## config.mk

```make
export PLATFORM = sky130hd
export DESIGN_NAME = fpmm_queue
export DESIGN_NICKNAME = d
export VERILOG_FILES = /design/src/hdl/fpmm_pkg.sv /design/src/hdl/fpmm_queue.sv
export SDC_FILE = /design/constraint.sdc
export NUM_CORES = 1
export LEC_CHECK = 0
export BUFFER_PORTS_ARGS = -buffer_cell sky130_fd_sc_hd__buf_2
export CAP_MARGIN = 0
export CELL_PAD_IN_SITES_DETAIL_PLACEMENT = 0
export CELL_PAD_IN_SITES_GLOBAL_PLACEMENT = 1
export CORE_UTILIZATION = 45
export DETAILED_ROUTE_END_ITERATION = 8
export GPL_ROUTABILITY_DRIVEN = 0
export MAX_ROUTING_LAYER = met4
export PLACE_DENSITY = 0.84
export SLEW_MARGIN = 10
export SYNTH_ARGS = -nofsm -noshare
export SYNTH_HDL_FRONTEND = slang
export SYNTH_SLANG_ARGS = --single-unit
export TNS_END_PERCENT = 30
```

## constraint.sdc

```tcl
create_clock -name clk -period 3.3 [get_ports clk]
set_input_delay 0.66 -clock clk [delete_from_list [all_inputs] [get_ports clk]]
set_output_delay 0.66 -clock clk [all_outputs]
set_load 0.02 [all_outputs]
```

## src/hdl/fpmm_pkg.sv

```systemverilog
// shared types, constants and helpers of the fixed-point matrix multiplier
`default_nettype none
package fpmm_pkg;

    localparam int MAX_DIM_DEF   = 8;
    localparam int FRAC_BITS_DEF = 16;
    localparam int DIM_LIMIT     = 8;
    localparam int QUEUE_DEPTH   = 4;

    localparam int ELEM_W  = 32;
    localparam int CFG_W   = 4;
    localparam int CIDX_W  = 2;
    localparam int POS_W   = 3;
    localparam int SLOT_W  = $clog2(DIM_LIMIT * DIM_LIMIT);

    localparam logic [CIDX_W-1:0] REG_ROWS_A    = 2'd0;
    localparam logic [CIDX_W-1:0] REG_INNER_DIM = 2'd1;
    localparam logic [CIDX_W-1:0] REG_COLS_B    = 2'd2;

    localparam logic MAT_A = 1'b0;
    localparam logic MAT_B = 1'b1;

    // one classified item on its way from front to back
    typedef struct packed {
        logic                    wr;
        logic                    is_b;
        logic [SLOT_W-1:0]       addr;
        logic [ELEM_W-1:0]       value;
        logic                    run;
        logic [CFG_W-1:0]        rows;
        logic [CFG_W-1:0]        inner;
        logic [CFG_W-1:0]        cols;
    } job_t;

    typedef enum logic [1:0] {
        BK_IDLE,
        BK_DOT,
        BK_WAIT
    } back_state_t;

    // clamp a dimension register to 1 .. max_dim
    function automatic logic [CFG_W-1:0] eff_dim(input logic [CFG_W-1:0] v,
                                                 input logic [CFG_W-1:0] max_dim);
        logic [CFG_W-1:0] r;
        if (v == '0) begin
            r = CFG_W'(1);
        end else if (v > max_dim) begin
            r = max_dim;
        end else begin
            r = v;
        end
        return r;
    endfunction

endpackage
`default_nettype wire

```

## src/hdl/fpmm_queue.sv

```systemverilog
// short queue of classified items between front and back
`default_nettype none
module fpmm_queue
    import fpmm_pkg::*;
#(
    parameter int DEPTH = QUEUE_DEPTH
) (
    input  wire logic clk,
    input  wire logic rst_n,
    input  wire logic wr,
    input  wire job_t wr_job,
    output logic      full,
    input  wire logic rd,
    output job_t      rd_job,
    output logic      empty
);

    localparam int PTR_W = (DEPTH > 1) ? $clog2(DEPTH) : 1;
    localparam int CNT_W = $clog2(DEPTH + 1);

    job_t             slots [DEPTH];
    logic [PTR_W-1:0] wp_reg, rp_reg;
    logic [CNT_W-1:0] cnt_reg;
    logic             do_wr, do_rd;

    assign full   = (cnt_reg == CNT_W'(DEPTH));
    assign empty  = (cnt_reg == '0);
    assign do_wr  = wr && !full;
    assign do_rd  = rd && !empty;
    assign rd_job = slots[rp_reg];

    always_ff @(posedge clk)
    begin
        if (do_wr)
        begin
            slots[wp_reg] <= wr_job;
        end
    end

    always_ff @(posedge clk or negedge rst_n)
    begin
        if (!rst_n)
        begin
            wp_reg  <= '0;
            rp_reg  <= '0;
            cnt_reg <= '0;
        end
        else
        begin
            if (do_wr)
            begin
                wp_reg <= (wp_reg == PTR_W'(DEPTH - 1)) ? '0 : wp_reg + PTR_W'(1);
            end
            if (do_rd)
            begin
                rp_reg <= (rp_reg == PTR_W'(DEPTH - 1)) ? '0 : rp_reg + PTR_W'(1);
            end
            if (do_wr && !do_rd)
            begin
                cnt_reg <= cnt_reg + CNT_W'(1);
            end
            else if (do_rd && !do_wr)
            begin
                cnt_reg <= cnt_reg - CNT_W'(1);
            end
        end
    end

endmodule
`default_nettype wire

```

# Yosys cells after proc, flatten, opt, wreduce, memory -nomap -nowiden
# Memory sizes are Yosys's and may differ from the RTL's.
# Cells that the tools add are included.
# classes
reduce_logical	10
addsub	4
eq_ne	3
n_mux	6
# ops
cell	n
two-way mux 3 bit	2
adder 2 x 1 -> 2 bit, second input constant	2
equality test 2 bit, second input constant	2
logical AND 1 bit	4
logical NOT 1 bit	4
two-way mux 2 bit	2
adder 3 x 1 -> 3 bit, second input constant	1
equality test 3 bit, second input constant	1
logical NOT 3 bit	1
subtractor 3 x 1 -> 3 bit, second input constant	1
two-way mux 1 bit	2
nonzero test 2 bit	1
# word_totals
ramBits	212
out_inout_bits	55
n_memories	1
regBits	7
# memory_table
name	depth	width	rd	rd_clocked_by_memory_dff	write_ports	line	text
slots	4	53	1	0	1	fpmm_queue.sv:21	job_t slots [DEPTH];

# Longest topological paths before layout
# depth
ltp_word	7
ltp_mapped	8
depth_no_buf	8

# Worst setup path after synthesis
# No wires, ideal clock.
# synth_path
path_kind	in2reg
from	in wr
to	mem slots[3][0] (netlist bit), enable pin
stages	2
setup_time_ps	465
arrival_time_ps	2945
setup_slack_ps	-110
cell_sequence	nand2_1 > nor2_1
# synth_between
elab_chain_len	3
# synth_lines
element	line	text
start: declaration	fpmm_queue.sv:10	input wire logic wr,
logical AND 1 bit	fpmm_queue.sv:28	assign do_wr = wr && !full;
two-way mux 1 bit	fpmm_queue.sv:34	if (do_wr)
two-way mux 1 bit (implied by the code)	fpmm_queue.sv:36	slots[wp_reg] <= wr_job;
end: declaration	fpmm_queue.sv:21	
# No other way between the ends.

==> results.sh <==
export IMPL_status="finished clean"
export IMPL_setup_repair_after_global_routing_missed_its_margin="no"
export IMPL_tns_ns=0
export IMPL_dr_drc_count=0
export IMPL_area_growth_pct=20.0
export IMPL_kind_of_start_point_of_the_critical_path="flop"
export IMPL_max_clk_rate_mhz=333
export IMPL_r2r_end="cnt_reg[2]"
export IMPL_cts_resized=0
export IMPL_final_fill_count=1281
export IMPL_mappedNetlistNets=378
export IMPL_worstHoldStart="wr_job[30]"
export IMPL_grt_overflow_total=0
export IMPL_crit_path_end="rd_job[25]"
export IMPL_post_drt_wl_per_cell_um=20.0
export IMPL_grt_first_pass_wirelength_um=21200
export IMPL_clock_skew_ns=0.0111
export IMPL_layoutNonFillerInstCount=689
export IMPL_synth_top_area_share_pct=78.0
export IMPL_mapped_cell_area_um2=8160
export IMPL_initialDrtViolationCount=215
export IMPL_synthDistinctLibCells=22
export IMPL_power_per_cell_area_nw_per_um2=952
export IMPL_post_synth_top_count_cell="sky130_fd_sc_hd__edfxtp_1"
export IMPL_cap_violations=0
export IMPL_fp_dieW_um=137
export IMPL_multi_input_gate_area_in_the_final_layout_um2=1480
export IMPL_timing_slew_headroom_pct=46.1
export IMPL_layout_worst_path_cycle_share_pct=91.0
export IMPL_via_count_of_the_first_global_routing_pass=3945
export IMPL_cts_sink_count=219
export IMPL_timing_worst_slew_pin_value_ns=0.808
export IMPL_post_route_cells_drive_above_1_share_pct=48.2
export IMPL_cp_arrival_ns=2.34
export IMPL_start_util_pct=46.7
export IMPL_synth_cells=314
export IMPL_synth_main_ff_cell="sky130_fd_sc_hd__edfxtp_1"
export IMPL_synth_top_area_cell="sky130_fd_sc_hd__edfxtp_1"
export IMPL_floorplan_core_area_um2=17500
export IMPL_hold_path_cell_count=1
export IMPL_worstSetupPathType="flop to primary output"
export IMPL_final_hold_viol_count=0
export IMPL_r2r_slack_ns=1.03
export IMPL_synth_top_cells_by_area="sky130_fd_sc_hd__edfxtp_1 (78%), sky130_fd_sc_hd__mux4_2 (15%), sky130_fd_sc_hd__dfrtp_1 (2.1%)"
export IMPL_tritoncts="built"
export IMPL_ys_ff_latch=219
export IMPL_antenna_found_initial=1
export IMPL_largest_reg_flops=212
export IMPL_timing_critical_path_required_ns=2.64
export IMPL_maxSlewViolCount=0
export IMPL_drt_first_pass_iters=4
export IMPL_grt_start_max_net_pins=54
export IMPL_clk_transition_reported_paths_ns=0.06
export IMPL_cp_startpoint="rp_reg[1]"
export IMPL_place_area_um2=8990
export IMPL_yosysWarnings=0
export IMPL_hold_class="primary input to flop"
export IMPL_synth_sequential_area_ratio_pct=80.2
export IMPL_cts_htree_levels=1
export IMPL_reg2reg_from="cnt_reg[0]"
export IMPL_cts_root_buf="sky130_fd_sc_hd__clkbuf_16"
export IMPL_vias=3618
export IMPL_vias_per_cell=5.25
export IMPL_critical_path_peak_fanout=30
export IMPL_dieArea_um2=18700
export IMPL_port_buffers=111
export IMPL_hpwlAfterDp_um=7970
export IMPL_async_flop_share_pct=3.20
export IMPL_design_portCount=112
export IMPL_core_rowCount=48
export IMPL_edff_count_synth=212
export IMPL_finalInstanceArea_um2=9790
export IMPL_postSynthAreaPerCell_um2=26.0
export IMPL_ir_worst_vdd_mv=0.706
export IMPL_period_needed_ns=3.00
export IMPL_groute_usage_overall_pct=15.8
export IMPL_sequential_cell_area_um2=6550
export IMPL_clk_path_buf_depth=3
export IMPL_drtAntennaViolNets=0
export IMPL_dieHeight_um=137
export IMPL_final_hold_worst_slack_ns=0.383
export IMPL_timing_reg2reg_worst_path_depth=7
export IMPL_synth_cells_most_frequent="sky130_fd_sc_hd__edfxtp_1 (212), sky130_fd_sc_hd__mux4_2 (53), sky130_fd_sc_hd__dfrtp_1 (7)"
export IMPL_total_power_mw=9.32
export IMPL_cts_made_buffers=22
export IMPL_finish_net_count=511
export IMPL_placed_cells=647
export IMPL_leakage_nw=3.40
export IMPL_final_setup_viol_count=0
export IMPL_timing_critical_path_to_type="primary output"
export IMPL_postRouteWirelength_um=13800
export IMPL_clk_insertion_delay_late_ns=0.49
-- through the flow --
step | setup slack, ns | utilization [%]
4_1_cts | 0.248 | 56.0
5_1_grt | 0.178 | 56.0
2_1_floorplan | 0.739 | -
3_3_place_gp | 0.808 | 51.4
6_report | 0.299 | 56.0
3_5_place_dp | 0.783 | 51.4
-- worst min path at each step --
stage	end	slack, ns
floorplan	cnt_reg[0]	0.36
global placement	cnt_reg[2]	0.51
detailed placement	cnt_reg[2]	0.51
CTS	slots[2][25]	0.35
global route	slots[2][49]	0.36
finish	slots[1][30]	0.38
-- routing by layer --
layer / global-route usage, % / up-vias / part of all wire (%)
li1: - / 1614 / -
met1: 19.8 / 1875 / 42
met2: 25.9 / 111 / 51
met3: 3.81 / 18 / 6.2
met4: 4.07 / 0 / 1.3
met5: - / - / 0
-- layout by cell type (no fill, tap or decap), drive strengths merged --
cell	Yosys	final
a21o	1	1
and2	3	3
buf	12	120
bufinv	0	4
clkbuf	0	26
clkinv	0	9
dfrtp	7	7
diode	0	1
dlygate4sd3	0	1
edfxtp	212	212
fa	1	1
ha	6	6
inv	3	4
mux2	4	4
mux4	53	53
nand2	1	1
nor2	3	3
nor2b	1	1
nor3	2	2
nor3b	1	1
o31ai	1	1
xnor2	1	1
xor2	2	2
-- report_power, final --
part	total [mW]	leakage, nW	internal [mW]	switching (mW)
Sequential	3.92	2.02	3.68	0.240
Combinational	2.77	0.979	1.19	1.58
Clock	2.63	0.397	1.65	0.984
Total	9.32	3.40	6.52	2.80
-- worst max-delay path, stage by stage, from the launching register on --
cell and delay [ns]:
sky130_fd_sc_hd__dfrtp_2 0.87, sky130_fd_sc_hd__buf_4 0.42, sky130_fd_sc_hd__mux4_2 0.37, sky130_fd_sc_hd__buf_2 0.18
-- cell families (layout without fill, tap and decap cells) --
group	after synthesis	in the layout	share of synthesized area, %
flops	219	219	80.2
mux	57	57	15.3
buf+inv	15	164	1.87
simple gates	11	11	0.936
fa+ha+maj	7	7	1.17
xor+xnor	3	3	0.322
compound gates	2	2	0.245
other cells	0	1	0
-- what timing repair did --
item / in CTS / in global routing
endpoints found under the setup margin: 0 / 0
endpoints found under the hold margin: 7 / 0
setup buffers: 0 / 0
hold buffers: 1 / 0
-- layout make-up --
cell class                      instances  area share [%]
Inverter                                3           0.115
Clock inverter                         14            1.79
Clock buffer                           26            6.30
Multi-Input combinational cell         80            15.1
Antenna cell                            1          0.0256
Sequential cell                       219            66.9
Timing Repair Buffer                  121            6.98
Tap cell                              225            2.88
Power figures use the tool's default switching activity.
