## config.mk

```make
export PLATFORM = sky130hd
export DESIGN_NAME = fpmm_front
export DESIGN_NICKNAME = d
export VERILOG_FILES = /design/src/hdl/fpmm_pkg.sv /design/src/hdl/fpmm_front.sv
export SDC_FILE = /design/constraint.sdc
export NUM_CORES = 1
export LEC_CHECK = 0
export BUFFER_PORTS_ARGS = -buffer_cell sky130_fd_sc_hd__buf_2
export CORE_MARGIN = 5
export CORE_UTILIZATION = 30
export DETAILED_ROUTE_END_ITERATION = 8
export SYNTH_ARGS = -nofsm -noshare
export SYNTH_HDL_FRONTEND = slang
export SYNTH_SLANG_ARGS = --single-unit
```

## constraint.sdc

```tcl
create_clock -name clk -period 12.4 [get_ports clk]
set_input_delay 0 -clock clk [delete_from_list [all_inputs] [get_ports clk]]
set_output_delay 0 -clock clk [all_outputs]
set_load 0.02 [all_outputs]
```

## src/hdl/fpmm_pkg.sv

```systemverilog
// shared types, constants and helpers of the fixed-point matrix multiplier
`default_nettype none
package fpmm_pkg;

    localparam int MAX_DIM_DEF   = 8;
    localparam int FRAC_BITS_DEF = 16;
    localparam int DIM_LIMIT     = 8;
    localparam int QUEUE_DEPTH   = 4;

    localparam int ELEM_W  = 32;
    localparam int CFG_W   = 4;
    localparam int CIDX_W  = 2;
    localparam int POS_W   = 3;
    localparam int SLOT_W  = $clog2(DIM_LIMIT * DIM_LIMIT);

    localparam logic [CIDX_W-1:0] REG_ROWS_A    = 2'd0;
    localparam logic [CIDX_W-1:0] REG_INNER_DIM = 2'd1;
    localparam logic [CIDX_W-1:0] REG_COLS_B    = 2'd2;

    localparam logic MAT_A = 1'b0;
    localparam logic MAT_B = 1'b1;

    // one classified item on its way from front to back
    typedef struct packed {
        logic                    wr;
        logic                    is_b;
        logic [SLOT_W-1:0]       addr;
        logic [ELEM_W-1:0]       value;
        logic                    run;
        logic [CFG_W-1:0]        rows;
        logic [CFG_W-1:0]        inner;
        logic [CFG_W-1:0]        cols;
    } job_t;

    typedef enum logic [1:0] {
        BK_IDLE,
        BK_DOT,
        BK_WAIT
    } back_state_t;

    // clamp a dimension register to 1 .. max_dim
    function automatic logic [CFG_W-1:0] eff_dim(input logic [CFG_W-1:0] v,
                                                 input logic [CFG_W-1:0] max_dim);
        logic [CFG_W-1:0] r;
        if (v == '0) begin
            r = CFG_W'(1);
        end else if (v > max_dim) begin
            r = max_dim;
        end else begin
            r = v;
        end
        return r;
    endfunction

endpackage
`default_nettype wire

```

## src/hdl/fpmm_front.sv

```systemverilog
// front end: configuration registers, load counts and item classification
`default_nettype none
module fpmm_front
    import fpmm_pkg::*;
#(
    parameter int MAX_DIM = MAX_DIM_DEF
) (
    input  wire logic              clk,
    input  wire logic              rst_n,
    input  wire logic              cfg_valid,
    output logic                   cfg_ready,
    input  wire logic [CIDX_W-1:0] cfg_index,
    input  wire logic [CFG_W-1:0]  cfg_data,
    input  wire logic              push,
    output logic                   full,
    input  wire logic              req_type,
    input  wire logic [ELEM_W-1:0] element_value,
    output logic                   q_push,
    output job_t                   q_job,
    input  wire logic              q_full
);

    localparam int CNT_W = $clog2(MAX_DIM * MAX_DIM + 1);
    localparam logic [CFG_W-1:0] MAX_D = CFG_W'(MAX_DIM);

    logic [CFG_W-1:0] rows_reg, inner_reg, cols_reg;
    logic [CNT_W-1:0] a_cnt_reg, a_cnt_next, b_cnt_reg, b_cnt_next;
    logic [CFG_W-1:0] r, n, m;
    logic [7:0]       a_size, b_size;
    logic             accept, a_room, b_room, store, done;

    assign cfg_ready = 1'b1;
    assign full      = q_full;
    assign accept    = push && !q_full;

    assign r      = eff_dim(rows_reg, MAX_D);
    assign n      = eff_dim(inner_reg, MAX_D);
    assign m      = eff_dim(cols_reg, MAX_D);
    assign a_size = 8'(r) * 8'(n);
    assign b_size = 8'(n) * 8'(m);
    assign a_room = 8'(a_cnt_reg) < a_size;
    assign b_room = 8'(b_cnt_reg) < b_size;

    always_comb
    begin
        a_cnt_next = a_cnt_reg;
        b_cnt_next = b_cnt_reg;
        store      = 1'b0;
        if (req_type == MAT_A)
        begin
            if (a_room)
            begin
                a_cnt_next = a_cnt_reg + CNT_W'(1);
                store      = 1'b1;
            end
        end
        else
        begin
            if (b_room)
            begin
                b_cnt_next = b_cnt_reg + CNT_W'(1);
                store      = 1'b1;
            end
        end
        done = (8'(a_cnt_next) >= a_size) && (8'(b_cnt_next) >= b_size);
    end

    always_comb
    begin
        q_job.wr    = store;
        q_job.is_b  = req_type;
        q_job.addr  = (req_type == MAT_A) ? SLOT_W'(a_cnt_reg) : SLOT_W'(b_cnt_reg);
        q_job.value = element_value;
        q_job.run   = done;
        q_job.rows  = r;
        q_job.inner = n;
        q_job.cols  = m;
        q_push      = accept && (store || done);
    end

    always_ff @(posedge clk or negedge rst_n)
    begin
        if (!rst_n)
        begin
            rows_reg  <= CFG_W'(8);
            inner_reg <= CFG_W'(8);
            cols_reg  <= CFG_W'(8);
            a_cnt_reg <= '0;
            b_cnt_reg <= '0;
        end
        else
        begin
            if (cfg_valid)
            begin
                unique case (cfg_index)
                    REG_ROWS_A:    rows_reg  <= cfg_data;
                    REG_INNER_DIM: inner_reg <= cfg_data;
                    REG_COLS_B:    cols_reg  <= cfg_data;
                    default:       ;
                endcase
            end
            if (accept)
            begin
                a_cnt_reg <= done ? '0 : a_cnt_next;
                b_cnt_reg <= done ? '0 : b_cnt_next;
            end
        end
    end

endmodule
`default_nettype wire

```

# Yosys cells after proc, flatten, opt, wreduce, memory -nomap -nowiden
# Index checks and enable logic that the tools add are counted.
word_totals:
  input_bits: 44
  mem_bits_ro: 0
  wordCells: 46
  output_inout_bits: 56
  n_memories: 0
  latch_bits: 0
  ff_bits: 26
  mem_bits_rw: 0
classes:
  mux: 16
  n_mul: 2
  shifts: 0
  add_sub_neg: 2
  bitwise_logic: 0
  div_mod_pow: 0
  n_reduce_logical: 12
  magnitude_cmp: 7
  eq_ne: 2
op_table:
  columns: ["cell", "count"]
  rows:
  - ["$mux 7", 6]
  - ["$mux 4", 6]
  - ["$ge 7x8->1", 2]
  - ["$lt 7x8->1", 2]
  - ["$mul 4x4->8", 2]
  - ["$add 7x1->7 const B", 2]
  - ["$gt 4x4->1 const B", 3]
  - ["$logic_not 4->1", 3]
  - ["$mux 6", 1]
  - ["$reduce_and 2->1", 3]
  - ["$logic_and 1x1->1", 3]
  - ["$mux 1", 3]
  - ["$eq 2x1->1 const B", 1]
  - ["$eq 2x2->1 const B", 1]
  - ["$logic_not 2->1", 1]
  - ["$logic_not 1->1", 1]
  - ["$logic_or 1x1->1", 1]

# Longest topological paths before layout
logic_depth:
  depth_word: 11
  ltp_mapped: 28
  depth_no_buf: 27

# Worst setup path after synthesis
# No wires, ideal clock.
synth_path:
  path_kind: "reg-to-reg"
  start: "reg inner_reg[3]"
  end: "reg b_cnt_reg[1]"
  required_time_ns: 12.278
  slack_ns: 6.066
  arrival_time_ns: 6.212
  n_path_buf: 1
  setup_time_ns: 0.122
  path_stages_with_launch: 28
  period_less_slack_ns: 6.334
  cell_sequence: "dfstp_2 > inv_1 > clkbuf_1 > nand2_1 > inv_1 > nand2_1 > fa_1 > inv_1 > fa_1 > inv_1 > fa_1 > inv_1 > a21o_2 > a21oi_1 > xor2_1 > ha_1 > and3_1 > a221oi_1 > o211ai_1 > a21oi_1 > mux2_2 > ha_1 > nand2_1 > o21ai_0 > a31oi_2 > nor4_4 > a31oi_2 > a32o_1"
synth_lines:
  columns: ["element", "line_no", "text"]
  rows:
  - ["from (decl)", "fpmm_front.sv:26", "logic [CFG_W-1:0] rows_reg, inner_reg, cols_reg;"]
  - ["from (signal assigned)", "fpmm_front.sv:97", "REG_INNER_DIM: inner_reg <= cfg_data;"]
  - ["to (signal assigned)", "fpmm_front.sv:105", "b_cnt_reg <= done ? '0 : b_cnt_next;"]
  - ["to (decl)", "fpmm_front.sv:27", "logic [CNT_W-1:0] a_cnt_reg, a_cnt_next, b_cnt_reg, b_cnt_next;"]

# Worst setup path after layout
layout_path:
  start: "reg inner_reg[3]"
  end: "reg b_cnt_reg[1]"
layout_via:
  elab_chain_cells: 10
  elab_cells_between_ends: 16
  cone_classes: "mul: 2; order compare: 5; mux: 7; reduce/logical: 2"
layout_lines:
  columns: ["element", "line_no", "text"]
  rows:
  - ["$gt 4x4->1", "fpmm_pkg.sv:47", "end else if (v > max_dim) begin"]
  - ["$mux 4", "fpmm_pkg.sv:47", null]
  - ["$mux 4 *", "fpmm_pkg.sv:45", "if (v == '0) begin"]
  - ["$mul 4x4->8 (on tied branches)", "fpmm_front.sv:39, fpmm_front.sv:40", null]
  - ["$lt 7x8->1 (on tied branches)", "fpmm_front.sv:41, fpmm_front.sv:42", null]
  - ["$mux 7 (on tied branches)", "fpmm_front.sv:51, fpmm_front.sv:59", null]
  - ["$mux 7", "fpmm_front.sv:49", "if (req_type == MAT_A)"]
  - ["$ge 7x8->1", "fpmm_front.sv:65", "done = (8'(a_cnt_next) >= a_size) && (8'(b_cnt_next) >= b_size);"]
  - ["$logic_and 1x1->1", "fpmm_front.sv:65", null]
  - ["$mux 7 *", "fpmm_front.sv:105", null]
# Every way passes the cells marked *; elsewhere a longest branch is shown, timed or not.
# A chain may end at the register's enable or synchronous reset.

==> results.json <==
{
  "ys_warn_count": 0,
  "syn_inst": 407,
  "ff2ff_path_depth": 27,
  "synth_area_leaders": "ha_1 (18%), dfrtp_1 (16%), buf_4 (7.8%)",
  "ir_drop_v": 0.0000611,
  "grt_pass1_wl_mm": 13.9,
  "clk_path_buf_depth": 2,
  "port_buffers": 34,
  "first_global_vias": 2883,
  "antenna_found_initial": 0,
  "relSlewSlack_pct": 54.8,
  "area_growth_syn_to_layout_pct": 3.81,
  "synth_edf_count": 0,
  "fmax_mhz": 140,
  "timing.rr.start": "inner_reg[3]",
  "finalHoldViolCount": 0,
  "syn-cell-area_um2": 3540,
  "clk_pin_slew_ns": 0.07,
  "drtIter0Drc": 125,
  "fin_tns_setup_ns": 0,
  "ys_seq_elements": 26,
  "cts_setup_buffers": 0,
  "dr.pass1.iters": 5,
  "clock_latency_ns": 0.27,
  "hold-path-endpoint": "q_job[18]",
  "period_share_pct": 57.5,
  "ys.flop_type": "dfrtp_1",
  "postRouteAntennaNets": 0,
  "grt_max_degree": 27,
  "synth.avg_cell_area_um2": 8.71,
  "cts_resized": 0,
  "yosysTopAreaCellShare_pct": 18.4,
  "seq_area_frac_synth_pct": 18.5,
  "endpoint_kind": "flip-flop",
  "setup_violations": 0,
  "place.detailed.hpwl_mm": 6.59,
  "slew_viol_final": 0,
  "clockRootBuffer": "clkbuf_16",
  "grt_use_total_pct": 11.6,
  "rsz0062_at_grt": "false",
  "nets": 503,
  "wl_mm": 7.97,
  "drive_above_1_share_pct": 18.6,
  "diodes": 0,
  "cts.sinks": 26,
  "p_per_area_nw_per_um2": 168,
  "fin_area_um2": 3680,
  "fin_crit_ns": 7.13,
  "rows": 39,
  "crit_path_start_kind": "flip-flop",
  "htree_levels": 1,
  "worst-path-max-fanout": 12,
  "r2r-end": "b_cnt_reg[1]",
  "hold_start": "element_value[5]",
  "yosysTopAreaCell": "ha_1",
  "route.detailed.drc": 0,
  "die_y_um": 119,
  "power.leakage_nw": 1.83,
  "start_util_pct": 30.8,
  "gp_congestion": 0.817,
  "synthDistinctLibCells": 59,
  "finClkSkew_ns": 0.00674,
  "cts_made_buffers": 3,
  "final_cell_mix": "ha_1 (52), nor2_1 (35), nand2_1 (34), buf_2 (34), inv_1 (29)",
  "pin_count": 100,
  "status": "finished clean",
  "dieArea_um2": 14100,
  "coreArea_um2": 11500,
  "cts_tree": "done",
  "crit_type": "reg2reg",
  "dieWidth_um": 119,
  "whs_path_depth": 0,
  "tightest_slew_ns": 0.672,
  "wl_per_cell_um": 14.7,
  "r2r_slack_ns": 5.27,
  "async_flop_share_pct": 100,
  "vias_per_cell": 5.18,
  "required_ns": 12.55,
  "syn-num-nets": 511,
  "cp.arrival_ns": 7.28,
  "max_cap_violations": 0,
  "placed_area_um2": 3570,
  "num_vias": 2803,
  "layout_commonest_cell": "ha_1",
  "overflow": 0,
  "min_path_type": "in2out"
}
## worst max-delay path by stage
stage | cells past startpoint | startpoint | to | slack (ns)
2_1_floorplan | 27 | inner_reg[3] | b_cnt_reg[1] | 6.07
3_3_place_gp | 27 | inner_reg[3] | b_cnt_reg[1] | 5.40
3_5_place_dp | 27 | inner_reg[3] | b_cnt_reg[1] | 5.35
4_1_cts | 27 | inner_reg[3] | b_cnt_reg[1] | 5.29
5_1_grt | 27 | inner_reg[3] | b_cnt_reg[1] | 4.76
6_report | 27 | inner_reg[3] | b_cnt_reg[1] | 5.27
## metal layers
| layer | wire, µm | part of all wire (%) | global-route usage [%] |
|---|---|---|---|
| met1 | 3400 | 43 | 13.9 |
| met2 | 4250 | 53 | 21.6 |
| met3 | 227 | 2.8 | 1.00 |
| met4 | 93 | 1.2 | 3.77 |
| met5 | 0 | 0 | 0 |
## synth_stat cells, drive strengths merged (3+ instances only)
master / n
a21o: 12
a21oi: 14
a31oi: 8
and2: 4
and3: 4
buf: 40
clkbuf: 10
dfrtp: 23
dfstp: 3
fa: 8
ha: 52
inv: 29
mux2: 16
mux2i: 5
nand2: 34
nand2b: 8
nand3: 4
nand4: 6
nor2: 35
nor2b: 5
nor3: 13
nor3b: 5
o21ai: 10
o31ai: 4
or2: 3
xnor2: 12
xor2: 5
## critical path, stage by stage, from the launching register on
cell	delay (ns)
dfstp_2	0.38
inv_1	0.27
nand2_1	0.24
inv_1	0.21
nand2_1	0.10
fa_1	0.51
inv_1	0.06
fa_1	0.56
inv_1	0.06
fa_1	0.46
inv_1	0.07
a21o_2	0.11
a21oi_1	0.07
xor2_1	0.23
ha_1	0.29
and3_1	0.21
a221oi_1	0.27
o211ai_1	0.19
a21oi_1	0.52
nand2_1	0.20
xnor2_1	0.17
ha_1	0.30
nand2_1	0.05
o21ai_0	0.27
a31oi_2	0.25
nor4_4	0.63
a31oi_2	0.10
a32o_1	0.24
## cell type report
type / count / area, µm²
tap: 143 / 179
multi-input combinational: 302 / 2450
inverter: 29 / 109
fill: 1215 / 7840
clock buffer: 4 / 88.8
sequential: 26 / 654
timing repair buffer: 37 / 198
## through the flow
step / setup slack (ns) / hold WS (ns) / utilization (%) / power (mW) / std cells
3_5_place_dp: 5.35 / 0.000137 / 31.0 / 0.538 / 535
6_report: 5.27 / 0.00000881 / 32.0 / 0.617 / 541
3_3_place_gp: 5.40 / 0.000137 / 31.0 / 0.530 / 535
2_1_floorplan: 6.07 / -0.296 / - / 0.457 / 407
4_1_cts: 5.29 / 0.000137 / 32.0 / 0.622 / 541
5_1_grt: 4.76 / 0.0000292 / 32.0 / 0.679 / 541
## cells by family (layout without fill, tap and decap cells)
| group | after synthesis | count (layout) | share of synthesized area [%] |
|---|---|---|---|
| xor+xnor | 17 | 17 | 4.20 |
| simple gates | 132 | 132 | 19.9 |
| flops | 26 | 26 | 18.5 |
| compound gates | 71 | 71 | 15.6 |
| fa+ha+maj | 60 | 60 | 22.9 |
| buf+inv | 79 | 70 | 12.4 |
| other cells | 1 | 1 | 0.106 |
| mux | 21 | 21 | 6.49 |
## where the power goes
part           internal (mW)  total (mW)  leakage, nW  switching, mW
clock                 0.0495      0.0800       0.0442         0.0305
combinational          0.162       0.402         1.47          0.240
sequential             0.106       0.135        0.322         0.0291
total                  0.317       0.617         1.83          0.299
## timing repair
action                                  CTS  global route
endpoints found under the setup margin    0             0
endpoints found under the hold margin    25             0
hold buffers                              2             0
Power figures use the tool's default switching activity.
